==> src/rtl/core/tbsr_pkg.sv <==
// shared types and constants for the tcp byte stream reassembler
// used by tbsr_ctrl, tbsr_dp and the top level; no dependencies

package tbsr_pkg;

  localparam int unsigned CAPACITY   = 4096;
  localparam int unsigned SLOT_W     = $clog2(CAPACITY);
  localparam int unsigned IDX_W      = 32;
  localparam int unsigned BYTE_W     = 8;
  localparam int unsigned SPACE_W    = 17;
  localparam int unsigned CNT_W      = 17;
  localparam int unsigned OP_W       = 2;
  localparam int unsigned RAM_W      = BYTE_W + 1;
  localparam int unsigned IN_DATA_W  = 64;
  localparam int unsigned OUT_DATA_W = 32;

  typedef enum logic [OP_W-1:0] {
    OP_DATA = 2'd0,
    OP_MARK = 2'd1,
    OP_PULL = 2'd2
  } op_e;

  // controller to datapath
  typedef struct packed {
    logic load;    // capture an accepted input transfer
    logic clr;     // clearing pass write
    logic commit;  // apply update, write ring, load result
  } cmd_t;

  // datapath to controller
  typedef struct packed {
    logic clr_last;  // clearing pass at last ring entry
    logic out_free;  // result register can take a new result
  } sts_t;

endpackage

==> src/rtl/core/tbsr_ctrl.sv <==
// controller state machine: clearing pass, accept, read, update
// depends on tbsr_pkg

module tbsr_ctrl (
  input  logic          clk_i,
  input  logic          rst_ni,
  input  logic          in_valid_i,
  output logic          in_ready_o,
  input  tbsr_pkg::sts_t sts_i,
  output tbsr_pkg::cmd_t cmd_o
);

  typedef enum logic [1:0] {
    S_CLR,
    S_IDLE,
    S_RD,
    S_UPD
  } state_e;

  state_e state_q;
  logic   ready_q;
  logic   accept;

  assign accept = in_valid_i && ready_q;

  always_ff @(posedge clk_i or negedge rst_ni) begin
    if (!rst_ni) begin
      state_q <= S_CLR;
      ready_q <= 1'b0;
    end else begin
      unique case (state_q)
        S_CLR: begin
          if (sts_i.clr_last) begin
            state_q <= S_IDLE;
            ready_q <= 1'b1;
          end
        end
        S_IDLE: begin
          if (accept) begin
            state_q <= S_RD;
            ready_q <= 1'b0;
          end
        end
        S_RD: begin
          state_q <= S_UPD;
        end
        S_UPD: begin
          // hold until the result register has room
          if (sts_i.out_free) begin
            state_q <= S_IDLE;
            ready_q <= 1'b1;
          end
        end
        default: begin
          state_q <= S_CLR;
          ready_q <= 1'b0;
        end
      endcase
    end
  end

  assign in_ready_o    = ready_q;
  assign cmd_o.load    = accept;
  assign cmd_o.clr     = (state_q == S_CLR);
  assign cmd_o.commit  = (state_q == S_UPD) && sts_i.out_free;

endmodule

==> config.mk <==
export PLATFORM = sky130hd
export DESIGN_NAME = tbsr_ctrl
export DESIGN_NICKNAME = d
export VERILOG_FILES = /design/src/rtl/core/tbsr_pkg.sv /design/src/rtl/core/tbsr_ctrl.sv
export SDC_FILE = /design/constraint.sdc
export NUM_CORES = 1
export LEC_CHECK = 0
export BUFFER_PORTS_ARGS = -buffer_cell sky130_fd_sc_hd__buf_4
export CAP_MARGIN = 20
export CORE_AREA = 8 8 45 47
export CTS_CLUSTER_SIZE = 25
export DETAILED_ROUTE_END_ITERATION = 16
export DIE_AREA = 0 0 53 55
export SETUP_SLACK_MARGIN = 0.02
export SLEW_MARGIN = 20
export SYNTH_ARGS = -nofsm -noshare
export SYNTH_HDL_FRONTEND = slang
export SYNTH_SLANG_ARGS = --single-unit
==> constraint.sdc <==
create_clock -name clk_i -period 1.9 [get_ports clk_i]
set_clock_uncertainty 0.05 [all_clocks]
set_input_delay 0.38 -clock clk_i [delete_from_list [all_inputs] [get_ports clk_i]]
set_output_delay 0.38 -clock clk_i [all_outputs]
set_load 0.03 [all_outputs]
# [Yosys cells after proc, flatten, opt, wreduce, memory -nomap -nowiden]
# Index checks and enable logic that the tools add are counted.
[op_classes] eq_ne=6 muxes=8 reduce_logical=6
[op_table] cell="2-bit case mux with 4 select lines" count=1
[op_table] cell="2-bit two-way mux" count=3
[op_table] cell="2-bit != test, second input constant" count=3
[op_table] cell="2-bit equality test, second input constant" count=2
[op_table] cell="4-bit AND reduction" count=1
[op_table] cell="1-bit two-way mux" count=3
[op_table] cell="1-bit case mux with 3 select lines" count=1
[op_table] cell="3-bit AND reduction" count=1
[op_table] cell="3-bit nonzero test" count=1
[op_table] cell="2-bit by 1-bit equality test with 1-bit output, second input constant" count=1
[op_table] cell="1-bit logical AND" count=2
[op_table] cell="2-bit zero test" count=1
[totals] register_bits=3 in_bits=5 out_inout_bits=4 elab_cells=22

# [Depth between registers and ports, before layout]
# Gate-level depths: netlist (run 1).
[logic_depth] word_depth=3 depth_mapped=5 ltp_nobuf=5

# [Worst setup path before layout (run 1)]
# Ideal clock, no wire load.
[synth_timing] kind="register to register" start="reg state_q[0]" end="reg state_q[1]" setup_ns=0.125 arrival_ns=1.537 required_ns=1.725 setup_slack_ns=0.188 path_stages_with_launch=6 n_path_buf=0 synth_period_minus_slack_ns=1.712 cell_sequence="dfrtp_1 inv_1 ha_1 nor2b_1 a211o_1 mux2_4"
[synth_rtl] item="start: declaration" line_no="tbsr_ctrl.sv:20" text="state_e state_q;"
[synth_rtl] item="start signal: assignment" line_no="tbsr_ctrl.sv:28" text="state_q <= S_CLR;"
[synth_rtl] item="start signal: assignment" line_no="tbsr_ctrl.sv:34" text="state_q <= S_IDLE;"
[synth_rtl] item="start signal: assignment" line_no="tbsr_ctrl.sv:40" text="state_q <= S_RD;"

# [Worst setup path in the final report (run 1)]
[layout_timing] start="reg state_q[0]" end="reg state_q[1]"
[layout_between] elab_chain_len=3 word_cells_on_any_way=9 cone_classes="eq/ne: 6; mux: 1; reduce/logical: 2"
[layout_lines] item="2-bit by 1-bit equality test with 1-bit output, or another cell as far along" line_no="tbsr_ctrl.sv:31" text="unique case (state_q)"
[layout_lines] item="2-bit != test (no source line)"
[layout_lines] item="3-bit AND reduction (no source line)"
# Parallel ways exist; a longest one is shown, timed or not.
# A chain may end at the register's enable or synchronous reset.

==> metrics.md, run 1 <==
| Metric | Value |
|---|---|
| Layout cell share with drive strength beyond 1 | `0.3824` |
| Post-Route Setup TNS | `0 ps` |
| Skew-Pair Late Insertion Delay | `230 ps` |
| Element type at the critical path end | `flop` |
| Fmax | `0.6208 GHz` |
| DP Wirelength | `430.4 microns` |
| 1st-iter DRT viols | `2` |
| WL/cell | `10.88 microns` |
| Slack of the critical path | `289.3 ps` |
| Mapped cell area | `around 230 sq um` |
| Clock buffer depth | `2` |
| Flop and latch count out of synthesis | `3` |
| Cts bufs inserted | `3` |
| CTS tree | `done` |
| Tcrit/Tclk final | `0.8478` |
| Crit-path slowest cell | `dfrtp_1` |
| Number of remaining DRC errors | `0` |
| Average size of a mapped cell | `10.58 sq um` |
| Post-Synthesis Cells | `22` |
| Count of final setup violators | `0` |
| Fillers | `162` |
| Critical-path cell list | `inv_1 -> ha_1 -> nor2b_1 -> a211o_1 -> mux2_4` |
| Post-CTS setup buffers | `0` |
| Clock Pin Slew Worst Setup and Hold Paths | `40 ps` |
| Die height | `55 microns` |
| Layout area overhead | `46.77%` |
| Power per cell area | `roughly 1600 mW/mm^2` |
| GR Overflow Total | `0` |
| Required @ worst endpoint | `1970 ps` |
| Tightest Pin Transition | `316.1 ps` |
| Post-CTS resize count | `0` |
| Ports | `9` |
| Die width | `53 microns` |
| Register area share after synthesis | `0.3226` |
| Period minus WS final | `1611 ps` |
| First-pass GRT wire length | `834 microns` |
| Total Routing Usage GR | `0.04486` |
| Relative slew slack | `0.7888` |
| Min-Delay Path Class | `input port to flop` |
| Crit path launch type | `flop` |
| Max-Cap Viols | `0` |
| Layout Nets | `44` |
| Distinct cells, synth | `13` |
| Diode count | `0` |
| Vias per inst | `3.840` |
| Via count | `192` |
| Post-synth net total | `31` |
| CTS H-tree lvls | `1` |
| Max incr delay on CP | `390 ps` |
| Port Buf Inserts | `8` |
| Initial antenna violation count | `0` |
| Largest net degree at the start of global routing | `6` |
| P_leak | `0.1824 nW` |
| Routed wire length | `544 microns` |
| Antenna Violating Nets Remaining | `0` |
| CORE AREA | `0.001384 sq mm` |
| Status | `completed` |
| Warnings, synthesis | `0` |
| CTS sink cnt | `3` |
| Maximum VDD drop | `about 270 uV` |
| Root Driver | `clkbuf_4` |
| # rows | `14` |
| Setup CP Type | `flop to flop` |
| Worst Path Max Fanout | `5` |
| Dpl cells | `45` |
| CP Data Arrival Time | `about 1700 ps` |
| Detailed Routing Iterations Pass 1 | `2` |
| Final hold vios | `0` |
| Initial Util | `0.1682` |
| Pre-CTS setup slack | `288.1 ps` |
| RSZ-0062 raised after global routing | `no` |
| Final Non-Filler Cells | `50` |
| Vias in the first global route | `197` |
| Gpl congestion | `~0.67` |
| Die footprint | `0.002915 sq mm` |
| Final Max Tran Viols | `0` |
## repair_timing
item	in CTS	in global routing
hold buffers	1	0
setup endpoints to repair	0	0
hold endpoints to repair	3	0
## layout by cell type, fill, tap and decap left out, drive strengths merged
master       n
clkbuf       4
buf          8
nand2        1
dlygate4sd3  1
inv          4
o32ai        1
ha           4
mux2         1
and2         1
a211o        1
nor2b        2
o41ai        2
nor3         1
dfrtp        3
## power breakdown
group | leakage [nW] | internal, mW | switching (mW)
registers | 0.0325 | 0.0953 | 0.0264
logic | 0.135 | 0.153 | 0.156
clock network | 0.0150 | 0.0788 | 0.0336
## logic make-up (layout without fill, tap and decap cells)
kind of cell | Yosys count | count (layout) | share of synthesized area
muxes | 1 | 1 | 0.06450
AOI/OAI and AO/OA | 4 | 4 | 0.1506
and+or+nand+nor | 5 | 5 | 0.1505
buffers and inverters | 5 | 17 | 0.09677
DFF | 3 | 3 | 0.3226
adders and majority gates | 4 | 4 | 0.2151
## worst max-delay path: cells and delay by family, from the launching register on
kind | cells | cell delay [ps]
mux | 1 | 290
compound gates | 1 | 160
fa+ha+maj | 1 | 180
buf+inv | 1 | 110
flops | 1 | 390
simple gates | 1 | 310
## Yosys cell counts (all sizes together)
cell / count / share of area
o32ai: 1 / 0.038
nand2: 1 / 0.016
mux2: 1 / 0.064
and2: 1 / 0.027
inv: 4 / 0.064
nor2b: 2 / 0.086
dfrtp: 3 / 0.32
nor3: 1 / 0.021
a211o: 1 / 0.038
ha: 4 / 0.22
buf: 1 / 0.032
o41ai: 2 / 0.075
## sequential cells by signal (all words and copies together), names as in the netlist
signal / count
in_ready_o: 1
state_q: 2
## stage by stage
| stage | instance area [sq um] | hold WS (ps) | utilization | power, mW |
|---|---|---|---|---|
| after floorplan | 232.7 | 34.41 | - | 0.3547 |
| after global placement | 305.3 | 123.9 | 0.2206 | 0.4318 |
| after detailed placement | 305.3 | 126.4 | 0.2206 | 0.4350 |
| after CTS | 341.6 | 401.7 | 0.2468 | 0.5577 |
| after global routing | 341.6 | 428.1 | 0.2468 | 0.5882 |
| final | 341.6 | 412.1 | 0.2468 | 0.5433 |
## path summary, 6_finish.rpt
check / slack, ps / depth (start not counted) / endpoint / from
setup reg to reg: 290 / 5 / state_q[1]$_DFFE_PN0P_ / state_q[0]$_DFFE_PN0P_
hold reg to reg: 480 / 2 / in_ready_o$_DFFE_PN0P_ / in_ready_o$_DFFE_PN0P_
hold / removal: 410 / 4 / in_ready_o$_DFFE_PN0P_ / in_valid_i
min in group asynchronous: 440 / 2 / in_ready_o$_DFFE_PN0P_ / rst_ni
max in group asynchronous: 1260 / 2 / state_q[0]$_DFFE_PN0P_ / rst_ni
setup / recovery: 290 / 5 / state_q[1]$_DFFE_PN0P_ / state_q[0]$_DFFE_PN0P_
## area by class of cell
cell class | count | area, sq um | share of cell area
clock buffers | 4 | 26.28 | 0.07692
inverters | 4 | 15.01 | 0.04396
flip-flops and latches | 3 | 75.07 | 0.2198
multi-input cells | 14 | 135.1 | 0.3956
repair buffers | 9 | 70.07 | 0.2051
well taps | 16 | 20.02 | 0.05861
## metal layers
| metal | vias up | wire length [microns] | GRT usage |
|---|---|---|---|
| met2 | 6 | 292 | 0.07617 |
| met1 | 85 | 175 | 0.02744 |
| met5 | - | 0 | 0 |
| met4 | 0 | 0 | 0.05172 |
| li1 | 101 | - | - |
| met3 | 0 | 77 | 0.03476 |
Power figures use the tool's default switching activity.
==> inputs of run 2 (changes only) <==
==> constraint.sdc (replaced) <==
create_clock -name clk_i -period 1.69 [get_ports clk_i]
set_clock_uncertainty 0.05 [all_clocks]
set_input_delay 0.338 -clock clk_i [delete_from_list [all_inputs] [get_ports clk_i]]
set_output_delay 0.338 -clock clk_i [all_outputs]
set_load 0.03 [all_outputs]
==> run 2 against run 1 <==
Register-to-register slack worse by 90 ps. Design area increased by 2.9%. First-iteration DRC count is the same. Combinational power up 16%. Non-clock buffer count grew 1. Clock power up 9.8%. Global-route usage shrank 0.055 points. Utilization up 0.72 points. Final cell count increased by 2.0%. Die area unchanged.
==> metrics.md, run 2 (synthesized netlist as in run 1, its figures left out) <==
| Metric | Value |
|---|---|
| Status | `completed` |
| Skew-Pair Late Insertion Delay | `230 ps (about the same)` |
| Tcrit/Tclk final | `0.8936` |
| Slack of the critical path | `179.8 ps (-109.4 ps)` |
| Antenna Violating Nets Remaining | `0 (unchanged)` |
| Gpl congestion | `0.6319 (-5.1%)` |
| Final hold vios | `0 (unchanged)` |
| Vias in the first global route | `239 (+21%)` |
| Tightest Pin Transition | `273.0 ps (-43.10 ps)` |
| Dpl cells | `46 (+2.2%)` |
| CTS H-tree lvls | `1 (unchanged)` |
| Relative slew slack | `0.8156 (+0.02678)` |
| Die footprint | `0.002915 sq mm (unchanged)` |
| # rows | `14 (unchanged)` |
| Die height | `55 microns (unchanged)` |
| Layout cell share with drive strength beyond 1 | `0.4286 (+0.04622)` |
| Final Non-Filler Cells | `51 (+2.0%)` |
| Vias per inst | `3.824 (-0.43%)` |
| Buffers & Inverters on Critical Path | `1 (unchanged)` |
| Element type at the critical path end | `output port` |
| Power per cell area | `1749 mW/mm^2 (+10%)` |
| 1st-iter DRT viols | `2 (unchanged)` |
| First-pass GRT wire length | `883 microns (+5.9%)` |
| Root Driver | `clkbuf_4` |
| Critical-path cell list | `ha_1 -> and2_1 -> buf_4` |
| Core Util, Final | `0.2541 (+0.007234)` |
| Pre-CTS setup slack | `198.6 ps (-89.53 ps)` |
| Layout Nets | `45 (+2.3%)` |
| Diode count | `0 (unchanged)` |
| CORE AREA | `0.001384 sq mm (unchanged)` |
| Detailed Routing Iterations Pass 1 | `2 (unchanged)` |
| Required @ worst endpoint | `1300 ps (-670 ps)` |
| Fmax | `0.6622 GHz` |
| Number of remaining DRC errors | `0 (unchanged)` |
| GR Overflow Total | `0 (unchanged)` |
| Initial Util | `0.1682 (unchanged)` |
| Most frequent cells in the layout | `buf_4, inv_1, ha_1, clkbuf_4, dfrtp_1` |
| Clock buffer depth | `2 (unchanged)` |
| Min-Delay Path Class | `input port to async pin` |
| Ports | `9 (unchanged)` |
| Top delay family on crit path | `flip-flops` |
| Die width | `53 microns (unchanged)` |
| Crit-path slowest cell | `dfrtp_1` |
| DP Wirelength | `441.5 microns (+2.6%)` |
| CP Data Arrival Time | `1120 ps (-560 ps)` |
| Fillers | `161 (-0.62%)` |
| Total Routing Usage GR | `0.04431 (-0.0005470)` |
| Port Buf Inserts | `8 (unchanged)` |
| Crit path launch type | `flop` |
| Via count | `195 (+1.6%)` |
| RSZ-0062 raised after global routing | `no` |
| Post-Route Setup TNS | `0 ps (unchanged)` |
| Cts bufs inserted | `3 (unchanged)` |
| Layout area overhead | `51.08%` |
| P_leak | `0.1859 nW (+1.9%)` |
| Initial antenna violation count | `0 (unchanged)` |
| CTS tree | `done` |
| Max incr delay on CP | `390 ps (about the same)` |
| Post-CTS resize count | `0 (unchanged)` |
| Largest register by flop count | `state_q` |
| Count of final setup violators | `0 (unchanged)` |
| Setup CP Type | `flop to output port` |
| Most common cell after layout, fill and taps aside | `buf_4` |
| CTS sink cnt | `3 (unchanged)` |
| WL/cell | `9.980 microns (-8.3%)` |
| Final Max Tran Viols | `0 (unchanged)` |
| Worst Path Max Fanout | `3 (-2)` |
| Largest net degree at the start of global routing | `6 (unchanged)` |
| Routed wire length | `509 microns (-6.4%)` |
| Period minus WS final | `1510 ps` |
| Clock Pin Slew Worst Setup and Hold Paths | `40 ps (about the same)` |
| Max-Cap Viols | `0 (unchanged)` |
| Max FFs per register | `2 (unchanged)` |
| Maximum VDD drop | `384.9 uV (+43%)` |
run 2: per-layer routing:
| layer | global-route usage | wire length (microns) |
|---|---|---|
| met1 | 0.03354 | 164 |
| met2 | 0.06836 | 280 |
| met3 | 0.02406 | 64 |
| met4 | 0.06466 | 0 |
| met5 | 0 | 0 |
run 2: through the flow:
step                      hold WS (ps)  cell area (sq um)  power [mW]
final                            382.8              351.6      0.6150
after global routing             377.9              351.6      0.6728
after CTS                        372.4              351.6      0.6344
after detailed placement         81.28              315.3      0.5006
after global placement           78.02              315.3      0.4907
after floorplan                 -7.591              235.2      0.4029
run 2: path summary, 6_finish.rpt:
check,slack (ps),to,depth (start not counted),from
worst max-delay path,180,cmd_o[0],3,state_q[0]$_DFFE_PN0P_
worst min-delay path,380,state_q[0]$_DFFE_PN0P_,2,rst_ni
worst max register to register,200,state_q[1]$_DFFE_PN0P_,5,state_q[0]$_DFFE_PN0P_
worst min register to register,480,in_ready_o$_DFFE_PN0P_,2,in_ready_o$_DFFE_PN0P_
max in group asynchronous,1110,state_q[1]$_DFFE_PN0P_,2,rst_ni
min in group clk_i,380,in_ready_o$_DFFE_PN0P_,4,in_valid_i
run 2: what timing repair did:
action | in CTS | in global routing
setup endpoints to repair | 0 | 0
hold buffers | 1 | 0
hold endpoints to repair | 3 | 0
buffers inserted | 0 | 0
run 2: power by group:
group	leakage (nW)	total (mW)	switching [mW]	internal, mW
clock	0.0150	0.123	0.0343	0.0883
sequential	0.0325	0.136	0.0284	0.107
combinational	0.138	0.357	0.179	0.178
run 2: worst register-to-register path, cell delays in order, from the launching register on:
cell	delay [ps]
dfrtp_1	360
inv_1	90
ha_2	190
nor2b_1	140
a211o_1	240
mux2_4	300
run 2: final cells by class:
cell class,instances,area [sq um],area share
sequential,3,75.07,0.2135
clock buffer,4,26.28,0.07473
multi-input combinational,14,137.6,0.3915
timing repair buffer,10,77.57,0.2206
inverter,4,15.01,0.04270
tap,16,20.02,0.05694
==> inputs of run 3 (changes only) <==
--- a/config.mk
+++ b/config.mk
@@ -5,7 +5,7 @@
 export SDC_FILE = /design/constraint.sdc
 export NUM_CORES = 1
 export LEC_CHECK = 0
-export BUFFER_PORTS_ARGS = -buffer_cell sky130_fd_sc_hd__buf_4
+export BUFFER_PORTS_ARGS = -buffer_cell sky130_fd_sc_hd__buf_2
 export CAP_MARGIN = 20
 export CORE_AREA = 8 8 45 47
 export CTS_CLUSTER_SIZE = 25
==> run 3 against run 2 <==
Register-to-register slack lost 30 ps. Final cell count is 2.0% lower. Wire length down 8.1%. Clock-buffer cell count is the same.
==> metrics.md, run 3 (synthesized netlist as in run 1, its figures left out) <==
| Metric | Value |
|---|---|
| Status | `completed` |
| Gpl congestion | `0.6280 (-0.62%)` |
| Number of remaining DRC errors | `0 (unchanged)` |
| CTS tree | `done` |
| Largest register by flop count | `state_q` |
| Max FFs per register | `2 (unchanged)` |
| R2R setup slack | `170 ps (-30 ps)` |
| Routed wire length | `468 microns (-8.1%)` |
| Tcrit/Tclk final | `0.9053 (+0.01169)` |
| Post-Route Setup TNS | `0 ps (unchanged)` |
| Max-Cap Viols | `0 (unchanged)` |
| Die footprint | `0.002915 sq mm (unchanged)` |
| Power per cell area | `1809 mW/mm^2 (+3.4%)` |
| WL/cell | `9.360 microns (-6.2%)` |
| Die height | `55 microns (unchanged)` |
| Maximum VDD drop | `436.1 uV (+13%)` |
| Most frequent cells in the layout | `buf_2, inv_1, ha_1, clkbuf_4, dfrtp_1` |
| Min-Delay Path Class | `input port to async pin` |
| Critical R2R Capture | `state_q[1]$_DFFE_PN0P_` |
| Initial antenna violation count | `0 (unchanged)` |
| Initial Util | `0.1682 (unchanged)` |
| CTS H-tree lvls | `1 (unchanged)` |
| Clock buffer depth | `2 (unchanged)` |
| Metal3 WL | `65 microns (+1.6%)` |
| Critical-path cell list | `ha_1 -> and2_1 -> buf_2` |
| DR WL met2 | `246 microns (-12%)` |
| Fmax | `0.6536 GHz (-1.3%)` |
| Layout Nets | `44 (-2.2%)` |
| Antenna Violating Nets Remaining | `0 (unchanged)` |
| Relative slew slack | `0.7877 (-0.02789)` |
| Layout area overhead | `40.32%` |
| Total Routing Usage GR | `0.03939 (-0.004923)` |
| Crit path launch type | `flop` |
| Uppermost layer routed | `met3` |
| Required @ worst endpoint | `1300 ps (about the same)` |
| Vias per inst | `3.840 (+0.43%)` |
| Detailed Routing Iterations Pass 1 | `1 (-1)` |
| Skew-Pair Late Insertion Delay | `230 ps (about the same)` |
| Period minus WS final | `1530 ps (+19.75 ps)` |
| Final Max Tran Viols | `0 (unchanged)` |
| Count of final setup violators | `0 (unchanged)` |
| Port Buf Inserts | `8 (unchanged)` |
| Ports | `9 (unchanged)` |
| Final hold vios | `0 (unchanged)` |
| First-pass GRT wire length | `779 microns (-12%)` |
| Post-CTS setup buffers | `0 (unchanged)` |
| Element type at the critical path end | `output port` |
| Via count | `192 (-1.5%)` |
| Crit path from | `state_q[1]$_DFFE_PN0P_` |
| Most common cell after layout, fill and taps aside | `buf_2` |
| CP Data Arrival Time | `1140 ps (+20 ps)` |
| WHS | `379.0 ps (-3.806 ps)` |
| Root Driver | `clkbuf_4` |
| RSZ-0062 raised after global routing | `no` |
| CORE AREA | `0.001384 sq mm (unchanged)` |
| Diode count | `0 (unchanged)` |
| Worst reg2reg path depth | `5 (unchanged)` |
| CTS sink cnt | `3 (unchanged)` |
| Clock Pin Slew Worst Setup and Hold Paths | `40 ps (about the same)` |
| # rows | `14 (unchanged)` |
| Die width | `53 microns (unchanged)` |
| Cts bufs inserted | `3 (unchanged)` |
| Fillers | `157 (-2.5%)` |
| Largest net degree at the start of global routing | `6 (unchanged)` |
| Layout cell share with drive strength beyond 1 | `0.4412 (+0.01261)` |
| GR Overflow Total | `0 (unchanged)` |
| P_leak | `0.1751 nW (-5.8%)` |
| Met1 wire length | `155 microns (-5.5%)` |
| 1st-iter DRT viols | `0 (-2)` |
| Setup CP Type | `flop to output port` |
| Worst R2R Start | `state_q[1]$_DFFE_PN0P_` |
| Worst Path Max Fanout | `4 (+1)` |
| Final Non-Filler Cells | `50 (-2.0%)` |
| Dpl cells | `45 (-2.2%)` |
| Max incr delay on CP | `400 ps (about the same)` |
| Crit-path slowest cell | `dfrtp_1` |
| Vias in the first global route | `220 (-7.9%)` |
| Tightest Pin Transition | `314.3 ps (+41.29 ps)` |
run 3: cell types whose count changed in the layout (fill, tap and decap cells not counted):
cell     before  now
buf_2         0    8
buf_4         9    0
nor2b_1       1    0
nor2b_2       0    1
run 3: where the power goes:
group | switching (mW) | leakage (nW) | total, mW | internal (mW)
Clock | 0.0345 | 0.0150 | 0.123 | 0.0883
Sequential | 0.0268 | 0.0325 | 0.134 | 0.107
Combinational | 0.178 | 0.128 | 0.334 | 0.156
Total | 0.240 | 0.175 | 0.591 | 0.351
run 3: timing repair:
item | 4_1_cts | 5_1_grt
setup endpoints to repair | 0 | 1
hold buffers | 1 | 0
gates resized for setup | 0 | 1
endpoints found under the hold margin | 3 | 0
run 3: worst max path at each step:
stage,to,slack [ps],cells past startpoint
floorplan,state_q[1]$_DFFE_PN0P_,60,5
global placement,state_q[1]$_DFFE_PN0P_,130,5
detailed placement,state_q[1]$_DFFE_PN0P_,110,5
CTS,state_q[1]$_DFFE_PN0P_,100,5
global route,cmd_o[0],110,3
finish,cmd_o[0],160,3
run 3: critical path: cells and delay by family, from the launching register on:
kind,cells,cell delay (ps)
flops,1,400
fa+ha+maj,1,210
buf+inv,1,170
simple gates,1,130
run 3: cell type report:
type | count | area [sq um] | area share
repair buffers | 9 | 50.05 | 0.1533
inverters | 4 | 15.01 | 0.04598
well taps | 16 | 20.02 | 0.06130
flip-flops and latches | 3 | 75.07 | 0.2299
clock buffers | 4 | 26.28 | 0.08046
multi-input cells | 14 | 140.1 | 0.4291
run 3: through the flow:
step / area [sq um] / setup slack [ps] / util / power (mW)
after floorplan: 235.2 / 56.11 / - / 0.4029
after global placement: 287.8 / 125.7 / 0.2080 / 0.4674
after detailed placement: 287.8 / 111.7 / 0.2080 / 0.4710
after CTS: 324.1 / 99.60 / 0.2342 / 0.6049
after global routing: 326.6 / 106.7 / 0.2360 / 0.6437
final: 326.6 / 160.1 / 0.2360 / 0.5908
run 3: metal layers:
metal | global-route usage | vias to the layer above
li1 | - | 99
met1 | 0.03201 | 88
met2 | 0.05859 | 5
met3 | 0.02406 | 0
met4 | 0.05172 | 0
met5 | 0 | -
